--- config.mk ---
export PLATFORM = sky130hd
export DESIGN_NAME = pgnh_ram
export DESIGN_NICKNAME = d
export VERILOG_FILES = /design/src/sv/pgnh_ram.sv
export SDC_FILE = /design/constraint.sdc
export NUM_CORES = 1
export LEC_CHECK = 0
export ABC_AREA = 0
export BUFFER_PORTS_ARGS = -buffer_cell sky130_fd_sc_hd__buf_2
export CAP_MARGIN = 20
export CORE_UTILIZATION = 45
export DETAILED_ROUTE_END_ITERATION = 10
export PLACE_DENSITY = 0.6
export SLEW_MARGIN = 25
export SYNTH_ARGS = -nofsm -noshare
export SYNTH_HDL_FRONTEND = slang
export SYNTH_SLANG_ARGS = --single-unit
--- constraint.sdc ---
create_clock -name clock -period 3.57 [get_ports clock]
set_input_delay 0.1785 -clock clock [delete_from_list [all_inputs] [get_ports clock]]
set_output_delay 0.1785 -clock clock [all_outputs]
set_load 0.05 [all_outputs]
--- src/sv/pgnh_ram.sv ---
`default_nettype none

module pgnh_ram #(
   parameter int unsigned WIDTH = 8,
   parameter int unsigned DEPTH = 16,
   localparam int unsigned AW = (DEPTH > 1) ? $clog2(DEPTH) : 1
) (
   input  wire logic             clock,
   input  wire logic             wr_en,
   input  wire logic [AW-1:0]    wr_addr,
   input  wire logic [WIDTH-1:0] wr_data,
   input  wire logic             rd_en,
   input  wire logic [AW-1:0]    rd_addr,
   output logic      [WIDTH-1:0] rd_data
);

   logic [WIDTH-1:0] mem_ff [DEPTH];
   logic [WIDTH-1:0] rd_data_ff;

   always_ff @(posedge clock) begin
      if (wr_en) begin
         mem_ff[wr_addr] <= wr_data;
      end
      if (rd_en) begin
         rd_data_ff <= mem_ff[rd_addr];
      end
   end

   assign rd_data = rd_data_ff;

endmodule

`default_nettype wire

==> flow_metrics.env <==
export IMPL_status="complete, no violations"
export IMPL_dieHeight_um=109.8
export IMPL_io_pins=27
export IMPL_rsz0062_at_grt="no"
export IMPL_drcViolationCount=0
export IMPL_crit_path_end_kind="flip-flop"
export IMPL_avgSynthCellArea_um2=22.83
export IMPL_vdd_drop_max_mv=0.3391
export IMPL_slew_headroom=0.3540
export IMPL_pwr_share_comb=0.050
export IMPL_drt_wl_total_um=9610
export IMPL_clock_path_buffers=2
export IMPL_finalHoldViolations=0
export IMPL_gp_congestion=0.7130
export IMPL_clock_root_buffer="clkbuf_16"
export IMPL_grt_max_degree=33
export IMPL_clock_sinks=136
export IMPL_worst_pin_slew_ps=965.5
export IMPL_initial_core_util=0.4719
export IMPL_design_area_um2=6042
export IMPL_rows=38
export IMPL_timing_critical_path_from="rd_addr[0]"
export IMPL_grt_pass1_wl_um=14260
export IMPL_ctsResizeCount=0
export IMPL_vias=2355
export IMPL_worstHoldPathCells=1
export IMPL_required_ps=3720
export IMPL_syn_inst=229
export IMPL_intPower_mw=2.876
export IMPL_vias_per_cell=5.594
export IMPL_hold_buffers=0
export IMPL_ys_warn_count=0
export IMPL_seqCellArea_um2=4084
export IMPL_slew_viol_final=0
export IMPL_hold_end="rd_data[2]"
export IMPL_die_w_um=109.8
export IMPL_power_leakage_nw=2.000
export IMPL_gr_usage_all_layers=0.1813
export IMPL_netlist_area_um2=5228
export IMPL_worstPathMaxFanout=22
export IMPL_hpwl_um=6021
export IMPL_grt_pass1_vias=2348
export IMPL_period_share=0.4998
export IMPL_synth_nets=248
export IMPL_cts_buffers=17
export IMPL_antenna_found_initial=0
export IMPL_use_met3=0.04090
export IMPL_dieArea_um2=12050
export IMPL_r2r_end="rd_data[2]"
export IMPL_final_cell_mix="edfxtp_1, buf_2, mux4_2"
export IMPL_reg2reg_slack_ps=2080
export IMPL_critPathArrivalTime_ps=1940
export IMPL_busiest_layer="met2"
export IMPL_clock_skew_ps=7.567
export IMPL_io_buffer_count=26
export IMPL_n_antenna_cell=0
export IMPL_p_per_area_nw_per_um2=599.8
export IMPL_clk_latency_ps=410
export IMPL_grt_overflow=0
export IMPL_rr_startpoint="mem_ff[1][2]"
export IMPL_clkTransAtPathRegs_ps=60
export IMPL_p_seq_frac=0.499
export IMPL_final_setup_viol_count=0
export IMPL_min_path_type="input pin to flip-flop"
export IMPL_cts_max_level=4
export IMPL_ant_nets=0
export IMPL_avgRoutedWirePerCell_um=22.83
export IMPL_p_sw_frac=0.2063
export IMPL_drt_pass1_iterations=4
export IMPL_mostFrequentLayoutCell="edfxtp_1"
export IMPL_maxCapViolations=0
export IMPL_yosysUniqueCellTypes=18
export IMPL_synth_seq_cells=136
export IMPL_crit_path_start_kind="input pin"
export IMPL_met1_usage=0.2531
export IMPL_drive_gt1_frac=0.2776
export IMPL_p_clk_frac=0.451
export IMPL_cts_tree="yes"
export IMPL_reg2reg_depth=3
export IMPL_finalNetCount=287
export IMPL_hp_start="rd_en"
export IMPL_seq_area_frac_synth=0.7812
export IMPL_switching_power_uw=747.7
export IMPL_max_freq_ghz=0.5604
export IMPL_timing_setup_tns_ps=0
export IMPL_finalCriticalPeriod_ps=1784
export IMPL_use_met2=0.2692
export IMPL_initialDrtViolationCount=122
export IMPL_area_growth_pct=15.58
export IMPL_dpl_cell_area_um2=5482
export IMPL_multi_input_area_um2=1062
export IMPL_fillers=856
export IMPL_path_class="input pin to flip-flop"
export IMPL_cts_setup_buffers=0
export IMPL_core_um2=11080
==> synth_stat cells <==
cell               n  area, µm²
buf_4              1      7.510
and2b_1            1      7.510
nand3_1            1      5.000
clkdlybuf4s25_2    3      30.03
nor3_1             4      20.02
mux4_2            18      405.4
buf_2              3      15.01
nand3b_1           2      15.01
mux4_1            14      367.9
nor2b_1            1      6.260
nand2_1            9      33.78
buf_6              3      33.78
or3b_2             1      8.760
a22oi_1           16      120.1
nor2_1            13      48.80
and2_1             1      6.260
edfxtp_1         136       4084
nand2b_1           2      12.51
==> layout make-up <==
| cell class | count | area share |
|---|---|---|
| flip-flops and latches | 136 | 0.6759 |
| clock buffers | 17 | 0.07041 |
| multi-input cells | 83 | 0.1758 |
| clock inverters | 15 | 0.02236 |
| well taps | 140 | 0.02899 |
| repair buffers | 30 | 0.02651 |
==> kinds of logic (layout without fill, tap and decap cells) <==
kind of cell / count (synthesis) / after routing / share of synthesized area
buf+inv: 10 / 62 / 0.01651
flops: 136 / 136 / 0.7812
mux: 32 / 32 / 0.1479
compound gates: 16 / 16 / 0.02298
simple gates: 35 / 35 / 0.03136
==> worst max-delay path, stage by stage <==
cell and delay [ps]:
buf_2 300, buf_4 460, mux4_1 600, a22oi_1 300
nand2_1 90
==> layer usage <==
metal	wire, µm	vias up
li1	-	1060
met3	447	15
met4	197	0
met2	4600	67
met1	4364	1213
met5	0	-
==> flip-flops by register name (all words and copies together) (netlist names) <==
name	flops
rd_data	8
mem_ff	128
==> how the worst max path moves through the flow <==
| stage | to | slack (ps) | cells after the start |
|---|---|---|---|
| 2_1_floorplan | mem_ff[0][0] | 1900 | 2 |
| 3_3_place_gp | rd_data[1] | 1320 | 5 |
| 3_5_place_dp | rd_data[2] | 1310 | 5 |
| 4_1_cts | rd_data[2] | 1750 | 5 |
| 5_1_grt | rd_data[2] | 1650 | 5 |
| 6_report | rd_data[2] | 1790 | 5 |
==> per-stage QoR <==
step                      instances    util  hold slack (ps)  total power [mW]  setup slack [ps]
after floorplan                 229       -            277.4             1.958              1899
after global placement          389  0.4948            566.4             2.021              1324
after detailed placement        389  0.4948            572.1             2.025              1313
after CTS                       421  0.5454            140.1             3.651              1750
after global routing            421  0.5454            138.3             3.733              1648
final                           421  0.5454            149.2             3.624              1786
==> power by group through the flow <==
stage	clock network, mW	logic, mW	registers, mW
CTS	1.66	0.183	1.81
floorplan	0	0.0908	1.87
global placement	0	0.179	1.84
global route	1.73	0.194	1.81
finish	1.63	0.180	1.81
detailed placement	0	0.182	1.84
(Power assumes the default switching activity.)
